<file path="config.mk">
export PLATFORM = sky130hd
export DESIGN_NAME = min_tracking_stack_unit
export DESIGN_NICKNAME = d
export VERILOG_FILES = /design/src/hw/rtl/msk_pkg.sv /design/src/hw/rtl/msk_ram.sv /design/src/hw/rtl/msk_ctrl.sv /design/src/hw/rtl/msk_datapath.sv /design/src/hw/rtl/min_tracking_stack_unit.sv
export SDC_FILE = /design/constraint.sdc
export NUM_CORES = 2
export LEC_CHECK = 0
export BUFFER_PORTS_ARGS = -buffer_cell sky130_fd_sc_hd__buf_2
export CAP_MARGIN = 20
export CORE_MARGIN = 5
export CORE_UTILIZATION = 47
export DETAILED_ROUTE_END_ITERATION = 10
export MAX_ROUTING_LAYER = met4
export PLACE_DENSITY = 0.68
export SLEW_MARGIN = 20
export SYNTH_ARGS = -nofsm -noshare
export SYNTH_HDL_FRONTEND = slang
export SYNTH_SLANG_ARGS = --single-unit
</file>
<file path="constraint.sdc">
create_clock -name clk -period 6.5 [get_ports clk]
set_input_delay 0.975 -clock clk [delete_from_list [all_inputs] [get_ports clk]]
set_output_delay 0.975 -clock clk [all_outputs]
set_load 0.01 [all_outputs]
</file>
<file path="src/hw/rtl/msk_pkg.sv">
// Shared constants, codes and control types of the min-tracking stack.
`default_nettype none

package msk_pkg;

  // Stack capacity and the widths that follow from it.
  localparam int STACK_DEPTH = 64;
  localparam int PTR_W       = (STACK_DEPTH > 1) ? $clog2(STACK_DEPTH) : 1;
  localparam int COUNT_W     = $clog2(STACK_DEPTH + 1);
  localparam int VALUE_W     = 32;
  localparam int HELD_W      = 7;

  // Command codes carried by an input item.
  typedef enum logic [1:0] {
    CMD_PUSH = 2'd0,
    CMD_POP  = 2'd1,
    CMD_MIN  = 2'd2,
    CMD_PEEK = 2'd3
  } command_t;

  // Status codes returned with every result item.
  typedef enum logic [1:0] {
    ST_OK    = 2'd0,
    ST_EMPTY = 2'd1,
    ST_FULL  = 2'd2
  } status_t;

  // Controller commands to the datapath.
  typedef struct packed {
    logic accept;    // take the input item and register its result
    logic load_top;  // refill the cached top entry from the RAM read data
  } ctrl_cmd_t;

  // Datapath status to the controller.
  typedef struct packed {
    logic need_reload;  // the presented item is a pop that leaves entries behind
  } dp_status_t;

endpackage

`default_nettype wire

</file>
<file path="src/hw/rtl/msk_ram.sv">
// Generic single-port-write, single-port-read RAM with registered read data.
`default_nettype none

module msk_ram #(
  parameter int WIDTH = 32,
  parameter int DEPTH = 64,
  localparam int ADDR_W = (DEPTH > 1) ? $clog2(DEPTH) : 1
) (
  input  wire logic              clk,
  input  wire logic              we,
  input  wire logic [ADDR_W-1:0] waddr,
  input  wire logic [WIDTH-1:0]  wdata,
  input  wire logic [ADDR_W-1:0] raddr,
  output logic      [WIDTH-1:0]  rdata
);

  logic [WIDTH-1:0] mem [DEPTH];

  // Write port.
  always_ff @(posedge clk) begin
    if (we) begin
      mem[waddr] <= wdata;
    end
  end

  // Registered read port.
  always_ff @(posedge clk) begin
    rdata <= mem[raddr];
  end

endmodule

`default_nettype wire

</file>
<file path="src/hw/rtl/msk_ctrl.sv">
// Controller of the min-tracking stack: handshakes and the top-entry refill state.
`default_nettype none

module msk_ctrl (
  input  wire logic                clk,
  input  wire logic                rst,
  input  wire logic                in_valid,
  output logic                     in_stall,
  output logic                     out_valid,
  input  wire logic                out_stall,
  input  wire msk_pkg::dp_status_t dp_status,
  output msk_pkg::ctrl_cmd_t       cmd
);

  typedef enum logic [1:0] {
    S_IDLE = 2'b01,
    S_LOAD = 2'b10
  } state_t;

  state_t state;
  state_t state_next;
  logic   out_valid_next;
  logic   accept;

  // An item is taken when idle and the output register is free or draining.
  assign in_stall = (state != S_IDLE) || (out_valid && out_stall);
  assign accept   = in_valid && !in_stall;

  assign cmd.accept   = accept;
  assign cmd.load_top = (state == S_LOAD);

  // Next state: a pop that leaves entries behind passes through S_LOAD to refill the top.
  always_comb begin
    state_next = state;
    case (state)
      S_IDLE: begin
        if (accept && dp_status.need_reload) begin
          state_next = S_LOAD;
        end
      end
      S_LOAD: begin
        state_next = S_IDLE;
      end
      default: begin
        state_next = S_IDLE;
      end
    endcase
  end

  // Output valid is set by an accepted item and cleared when the result is taken.
  always_comb begin
    out_valid_next = out_valid;
    if (accept) begin
      out_valid_next = 1'b1;
    end else if (!out_stall) begin
      out_valid_next = 1'b0;
    end
  end

  always_ff @(posedge clk) begin
    if (rst) begin
      state     <= S_IDLE;
      out_valid <= 1'b0;
    end else begin
      state     <= state_next;
      out_valid <= out_valid_next;
    end
  end

  // No item is taken while the top entry is being refilled.
  a_no_accept_in_load: assert property (@(posedge clk) disable iff (rst)
    (state == S_LOAD) |-> in_stall)
    else $error("item accepted during top refill");

  // The refill always returns to idle in the following cycle.
  a_load_one_cycle: assert property (@(posedge clk) disable iff (rst)
    (state == S_LOAD) |=> (state == S_IDLE))
    else $error("top refill did not finish in one cycle");

  // A pop that leaves entries behind always triggers a refill.
  a_reload_follows_pop: assert property (@(posedge clk) disable iff (rst)
    (accept && dp_status.need_reload) |=> (state == S_LOAD))
    else $error("missing top refill after pop");

  // A new result only appears after an accepted item.
  a_result_after_accept: assert property (@(posedge clk) disable iff (rst)
    $rose(out_valid) |-> $past(accept))
    else $error("result valid without an accepted item");

endmodule

`default_nettype wire

</file>
<file path="src/hw/rtl/msk_datapath.sv">
// Datapath of the min-tracking stack: entry RAM, cached top entry, count and result registers.
`default_nettype none

module msk_datapath (
  input  wire logic                                  clk,
  input  wire logic                                  rst,
  input  wire msk_pkg::ctrl_cmd_t                    cmd,
  output msk_pkg::dp_status_t                        dp_status,
  input  wire logic [1:0]                            command,
  input  wire logic signed [msk_pkg::VALUE_W-1:0]    push_value,
  output logic signed [msk_pkg::VALUE_W-1:0]         result_value,
  output logic [1:0]                                 status,
  output logic [msk_pkg::HELD_W-1:0]                 entries_held
);

  localparam int ENTRY_W = 2 * msk_pkg::VALUE_W;

  logic [msk_pkg::COUNT_W-1:0]        count;
  logic [msk_pkg::COUNT_W-1:0]        count_next;
  logic signed [msk_pkg::VALUE_W-1:0] top_value;
  logic signed [msk_pkg::VALUE_W-1:0] top_min;
  logic signed [msk_pkg::VALUE_W-1:0] push_min;
  logic signed [msk_pkg::VALUE_W-1:0] result_next;
  msk_pkg::status_t                   status_next;
  logic                               is_full;
  logic                               is_empty;
  logic                               ram_we;
  logic [msk_pkg::COUNT_W-1:0]        below_top;
  logic [ENTRY_W-1:0]                 ram_rdata;

  assign is_full  = (count == msk_pkg::COUNT_W'(msk_pkg::STACK_DEPTH));
  assign is_empty = (count == '0);

  // Running minimum of the new entry and everything beneath it.
  assign push_min = (!is_empty && (top_min < push_value)) ? top_min : push_value;

  // Entry under the current top, fetched when a pop exposes it.
  assign below_top = count - msk_pkg::COUNT_W'(2);

  assign dp_status.need_reload = (command == msk_pkg::CMD_POP) &&
                                 (count > msk_pkg::COUNT_W'(1));

  // Per-command result, status and new entry count.
  always_comb begin
    result_next = '0;
    status_next = msk_pkg::ST_OK;
    count_next  = count;
    ram_we      = 1'b0;
    case (command)
      msk_pkg::CMD_PUSH: begin
        if (is_full) begin
          status_next = msk_pkg::ST_FULL;
        end else begin
          ram_we     = cmd.accept;
          count_next = count + msk_pkg::COUNT_W'(1);
        end
      end
      msk_pkg::CMD_POP: begin
        if (is_empty) begin
          status_next = msk_pkg::ST_EMPTY;
        end else begin
          result_next = top_value;
          count_next  = count - msk_pkg::COUNT_W'(1);
        end
      end
      msk_pkg::CMD_MIN: begin
        if (is_empty) begin
          status_next = msk_pkg::ST_EMPTY;
        end else begin
          result_next = top_min;
        end
      end
      msk_pkg::CMD_PEEK: begin
        if (is_empty) begin
          status_next = msk_pkg::ST_EMPTY;
        end else begin
          result_next = top_value;
        end
      end
      default: begin
        status_next = msk_pkg::ST_OK;
      end
    endcase
  end

  // Entry store: each word holds the running minimum above the value.
  msk_ram #(
    .WIDTH (ENTRY_W),
    .DEPTH (msk_pkg::STACK_DEPTH)
  ) u_entry_ram (
    .clk   (clk),
    .we    (ram_we),
    .waddr (count[msk_pkg::PTR_W-1:0]),
    .wdata ({push_min, push_value}),
    .raddr (below_top[msk_pkg::PTR_W-1:0]),
    .rdata (ram_rdata)
  );

  // Entry count.
  always_ff @(posedge clk) begin
    if (rst) begin
      count <= '0;
    end else if (cmd.accept) begin
      count <= count_next;
    end
  end

  // Cached top entry: set by a push, refilled from the RAM after a pop.
  always_ff @(posedge clk) begin
    if (cmd.load_top) begin
      top_min   <= ram_rdata[ENTRY_W-1:msk_pkg::VALUE_W];
      top_value <= ram_rdata[msk_pkg::VALUE_W-1:0];
    end else if (ram_we) begin
      top_min   <= push_min;
      top_value <= push_value;
    end
  end

  // Result registers.
  always_ff @(posedge clk) begin
    if (cmd.accept) begin
      result_value <= result_next;
      status       <= status_next;
      entries_held <= msk_pkg::HELD_W'(count_next);
    end
  end

endmodule

`default_nettype wire

</file>
<file path="src/hw/rtl/min_tracking_stack_unit.sv">
// Top level of the min-tracking stack: controller and datapath.
`default_nettype none

// A bounded LIFO of signed 32-bit values, msk_pkg::STACK_DEPTH entries deep, that also
// reports the exact minimum of its contents. Every command (push, pop, query minimum,
// peek top) gives one result item with a value, a status (ok, empty, or full with the
// push dropped) and the entry count after the command. The top entry and its running
// minimum are kept in registers, so push, query and peek need no RAM read; a pop that
// leaves entries on the stack adds a refill state that stalls input, since the entry
// beneath must be read back from the registered-read entry RAM. A new item is accepted
// while the previous result still waits in the output register, as long as that
// register is being drained. No clearing pass is needed after reset.
module min_tracking_stack_unit (
  input  wire logic                               clk,
  input  wire logic                               rst,
  input  wire logic                               in_valid,
  output logic                                    in_stall,
  input  wire logic [1:0]                         command,
  input  wire logic signed [msk_pkg::VALUE_W-1:0] push_value,
  output logic                                    out_valid,
  input  wire logic                               out_stall,
  output logic signed [msk_pkg::VALUE_W-1:0]      result_value,
  output logic [1:0]                              status,
  output logic [msk_pkg::HELD_W-1:0]              entries_held
);

  msk_pkg::ctrl_cmd_t  cmd;
  msk_pkg::dp_status_t dp_status;

  // Handshake and sequencing.
  msk_ctrl u_ctrl (
    .clk       (clk),
    .rst       (rst),
    .in_valid  (in_valid),
    .in_stall  (in_stall),
    .out_valid (out_valid),
    .out_stall (out_stall),
    .dp_status (dp_status),
    .cmd       (cmd)
  );

  // Storage and result computation.
  msk_datapath u_datapath (
    .clk          (clk),
    .rst          (rst),
    .cmd          (cmd),
    .dp_status    (dp_status),
    .command      (command),
    .push_value   (push_value),
    .result_value (result_value),
    .status       (status),
    .entries_held (entries_held)
  );

endmodule

`default_nettype wire
</file>
---- Word-level counts from Yosys, hierarchy flattened ----
Memory sizes are Yosys's and may differ from the RTL's. A register that Yosys moved wholly into a read port is not among the register bits.
Cells that the tools add are included.
storage, ports and cells
  bits in registers ....................... 115
  bits in writable memories ............... 4096
  output and inout port bits .............. 43
  logic and storage cells ................. 57
  memories kept ........................... 1
memory list
  memory                      words  bits a word  read ports  clocked after memory_dff  wr ports  RTL line       RTL
  u_datapath.u_entry_ram.mem  64     64           1           1                         1         msk_ram.sv:17  logic [WIDTH-1:0] mem [DEPTH];
operators by class
  add/subtract/negate cells ............... 3
  $lt $le $gt $ge ......................... 2
  equal/unequal tests ..................... 8
  multiplexer cells ....................... 20
  bitwise logic cells ..................... 1
  reduce and logical (&&, ||, !) cells .... 14
operators with widths
  kind                                                                             number
  32-bit 2-to-1 mux                                                                7
  32-bit one-hot mux with 2 select lines                                           1
  32-bit less-than comparator                                                      1
  7-bit 2-to-1 mux                                                                 2
  7-bit one-hot mux with 2 select lines                                            1
  7-bit by 1-bit adder with 7-bit output, second input constant                    1
  7-bit equality test, second input constant                                       1
  7-bit by 1-bit greater-than comparator with 1-bit output, second input constant  1
  7-bit logical NOT                                                                1
  1-bit 2-to-1 mux                                                                 7
  7-bit by 1-bit subtractor with 7-bit output, second input constant               1
  2-bit equality test, second input constant                                       3
  6-bit by 2-bit subtractor with 6-bit output, second input constant               1
  1-bit logical AND                                                                5
  2-bit by 1-bit equality test with 1-bit output, second input constant            2
  2-bit by 1-bit != test with 1-bit output, second input constant                  2
  2-bit one-hot mux with 2 select lines                                            1
  2-bit OR reduction                                                               2
  3-bit OR reduction                                                               1
  1-bit logical NOT                                                                2
  2-bit logical NOT                                                                1
  2-bit 2-to-1 mux                                                                 1
  2-bit nonzero test                                                               1
  1-bit logical OR                                                                 1
  1-bit NOT                                                                        1

---- Depth between registers and ports, before layout ----
  depth in word-level cells ............... 8
  mapped depth ............................ 15

---- Modules after synthesis ----
A second synthesis with hierarchy kept.
second synthesis, totals
  cells, all modules ...................... 7274
  area total of the unflattened synthesis .. 163528.1 um2
by module, submodules not included
  module        instances  cells an instance  area each (um2)
  msk_ram       1          6598               156348.7
  msk_datapath  1          661                7043.0
  msk_ctrl      1          15                 136.4

---- Worst setup path before layout ----
OpenSTA, ideal clock, no wires.
  path type ............................... reg2reg
  start ................................... reg u_datapath.count[1] (netlist name)
  end ..................................... mem u_datapath.u_entry_ram.mem[52][0] (netlist name) (enable)
  setup time .............................. 487 ps
  data arrival time ....................... 5896 ps
  path slack .............................. 117 ps
  cell stages (with the launch flop) ...... 13
  buffers on the path ..................... 4
  clock period less this slack ............ 6383 ps
  cells stage by stage .................... dfxtp_1 > clkbuf_1 > buf_1 > clkbuf_1 > inv_1 > ha_1 > nor2b_1 > clkbuf_1 > a311oi_1 > nand2_1 > nor2_1 > nand2_1 > nor2_1
between the ends
  longest elaborated chain between the ends .. 5
ends and longest elaborated chain
  element                                 RTL line             RTL
  start: declaration                      msk_datapath.sv:18   logic [msk_pkg::COUNT_W-1:0] count;
  start signal: assignment                msk_datapath.sv:104  count <= count_next;
  7-bit equality test                     msk_datapath.sv:31   assign is_full = (count == msk_pkg::COUNT_W'(msk_pkg::STACK_DEPTH));
  1-bit 2-to-1 mux                        msk_datapath.sv:51   if (is_full) begin
  1-bit 2-to-1 mux                        msk_datapath.sv:49   case (command)
  1-bit 2-to-1 mux                        msk_ram.sv:21        if (we) begin
  1-bit 2-to-1 mux (implied by the code)  msk_ram.sv:22        mem[waddr] <= wdata;
  end: declaration                        msk_ram.sv:17
Several ways; a longest one is shown, not always the timed one.

---- Worst setup path in the final report ----
  start ................................... reg u_datapath.count[1] (netlist name)
  end ..................................... mem u_datapath.u_entry_ram.mem[15][20] (netlist name) (enable)
Same word-level chain as after synthesis.

==> results.txt <==
Max Slew Vio Count: 0
Routed WL per cell: 36.7 um
Horiz. Die Dim: 599 um
Hold path start: out_stall
Actual slew at the worst max-slew pin: 1240 ps
Tcrit/Tclk final: 0.793
Yosys warns: 0
Clock transition at the registers of the reported paths: 60 ps
Via Count: 77882
Final setup fails: 0
Cells after Synth: 6566
Fmax achieved: 0.194 GHz
Number of I/O port buffers: 80
Crit path max fanout: 50
Syn_area_per_cell: 24.8 sq um
Initial DRC Count: 12557
Initial antenna violation count: 32
CP Launch Type: register
Gpl congestion: 0.865
Post-cts sizing count: 0
Placed Area: 171000 sq um
Number of H-tree levels: 5
Most common flop cell mapped by yosys: edfxtp_1
Largest net degree at the start of global routing: 175
Outcome: completed
Global-route wire length before repair: 614 mm
Die Y: 599 um
Fin. Hold Viols: 0
#FFs+latches synth: 4275
Max Cap Viol: 0
Remaining antenna violation count: 0
Worst endpoint required time: 7150 ps
Worst Setup SP: u_datapath.count[1]$_SDFFE_PP0P_
Clk_lat worst skew: 980 ps
All-Layer GR Usage: 0.251
Area grow syn2layout: 13.6%
Dpl cells: 11143
# IOs: 81
WL final: 439 mm
FFs w/ async S/R, synth: 0
Post-CTS Setup Bufs: 0
Die area: 359000 sq um
Netlist Area Pre-Place: 163000 sq um
Synth cell types: 53
Starting Density: 0.471
Sequential-to-total area share from yosys stat: 0.783
Syn_nets: 6644
Pwr per Cell Area: 329 nW/um^2
Fin Setup TNS: 0 ps
Post-synth EDFFs: 4201
HP Class: in2reg
CTS Buf Count: 418
Clk buf depth: 4
Post-route cell area: 185000 sq um
Grt ovf: 0
Fin crit period: 5160 ps
Crit. End Element: register
Final core utilization: 0.535
Pwr Total: 61.0 mW
RSZ-0062 raised after global routing: no
Fin nets: 7063
Finished Layout Cells: 11956
Drt pass-1 iters: 6
Setup slack after layout: 1340 ps
Slew margin rel.: 0.170
DPL Wire Length: 234 mm
Critical path data arrival time: 5810 ps
Dpl ws: 1240 ps
Clock skew: 71.8 ps
Crit Reg-Reg Startpoint: u_datapath.count[1]$_SDFFE_PP0P_
Peak VDD IR: 0.000241 V
DRC: 0
Root buf cell: clkbuf_16
Core area: 346000 sq um
Pleak: 55.9 nW
Hold buffers post-CTS: 0
Hold slack: 316 ps
Worst Path Class, Setup: reg2reg
Share of post-route cells with drive strength above 1: 0.331
FP Rows: 216
Number of global-route vias before repair: 77543
CTS tree: built
CTS sink cnt: 4275
Vias/cell: 6.51
[layer usage]
| metal | vias to the layer above | wire length (um) | GRT usage |
|---|---|---|---|
| li1 | 29467 | - | - |
| met1 | 42243 | 161000 | 0.341 |
| met2 | 5235 | 207000 | 0.377 |
| met3 | 937 | 49700 | 0.0514 |
| met4 | 0 | 21300 | 0.102 |
| met5 | - | 0 | - |
[critical path, stage by stage (launching register included)]
cell and delay (ps):
dfxtp_4 880, inv_1 340, ha_1 290, nor2b_1 210
a311oi_1 300, buf_4 210, and2_1 200, nand3_1 710
nor2_4 1200, buf_4 390
[cells in the final DEF, fill, tap and decap left out, types with 4 or more instances in the layout]
cell        count
a31oi_1        32
inv_16          5
nor3_1          5
clkinv_2       74
diode_2        29
edfxtp_1     4201
nor2_1         77
o211ai_1       23
clkinvlp_4     14
nand3_1        12
clkbuf_8       15
ha_1           39
nand4_1        37
or3_1           6
buf_4         192
clkinv_4        7
clkinv_8        6
and2_1         34
a221oi_1        4
bufinv_16      44
inv_6          11
mux2_2         32
nand2_1        63
o211ai_2        9
clkinv_1       75
nor2_4         64
buf_2          80
clkinv_16       6
a22oi_1        32
o21ai_0         6
mux4_2       1344
inv_1          41
buf_12         80
a21oi_1        24
dfxtp_1        72
clkbuf_1      101
clkbuf_16     423
[synth_stat cells, drive strengths merged (5+ instances only)]
| cell type | instances | area [sq um] |
|---|---|---|
| nand4 | 38 | 244 |
| nand2 | 65 | 244 |
| or3 | 7 | 43.8 |
| a31oi | 32 | 200 |
| mux2 | 32 | 360 |
| nor3 | 5 | 25.0 |
| and2 | 35 | 219 |
| edfxtp | 4201 | 126000 |
| nand3 | 12 | 60.1 |
| o211ai | 32 | 285 |
| a21oi | 24 | 120 |
| dfxtp | 74 | 1480 |
| mux4 | 1344 | 30300 |
| buf | 129 | 638 |
| inv | 41 | 154 |
| o21ai | 8 | 40.0 |
| clkbuf | 226 | 848 |
| nor2 | 141 | 529 |
| a22oi | 32 | 240 |
| ha | 40 | 500 |
[cell type report]
class	count	area (sq um)
Clock buffer	539	11200
Multi-Input combinational cell	1894	34400
Fill cell	25314	161000
Timing Repair Buffer	354	3470
Tap cell	4578	5730
Antenna cell	29	72.6
Clock inverter	245	2650
Inverter	42	158
Sequential cell	4275	128000
[power breakdown]
part	leakage, nW	internal, mW	switching, mW
registers	38.5	31.2	0.270
logic	10.7	2.05	3.10
clock network	6.73	14.0	10.4
total	55.9	47.2	13.8
[sequential cells by signal (all words and copies together) (netlist names)]
signal / cells
u_datapath.u_entry_ram.rdata: 64
u_datapath.result_value: 32
u_ctrl.out_valid: 1
u_datapath.top_value: 32
u_datapath.entries_held: 7
u_ctrl.state: 2
u_datapath.top_min: 32
u_datapath.count: 7
u_datapath.u_entry_ram.mem: 4096
u_datapath.status: 2
[final timing paths]
check,end,slack [ps],cells past startpoint
max,u_datapath.u_entry_ram.mem[15][20]$_DFFE_PP_,1340,9
min,u_ctrl.out_valid$_SDFFE_PP0P_,320,3
max reg2reg,u_datapath.u_entry_ram.mem[15][20]$_DFFE_PP_,1340,9
min reg2reg,u_datapath.top_value[2]$_DFFE_PP_,510,1
[cells by family after synthesis]
logic type	synth area share
flip-flops	0.783
multiplexers	0.188
buffers and inverters	0.0101
AND/OR/NAND/NOR	0.00907
AO/OA/AOI/OAI	0.00691
adder cells (fa/ha/maj)	0.00307
XOR/XNOR	0.000315
No activity file was read; power rests on OpenSTA's default activity.
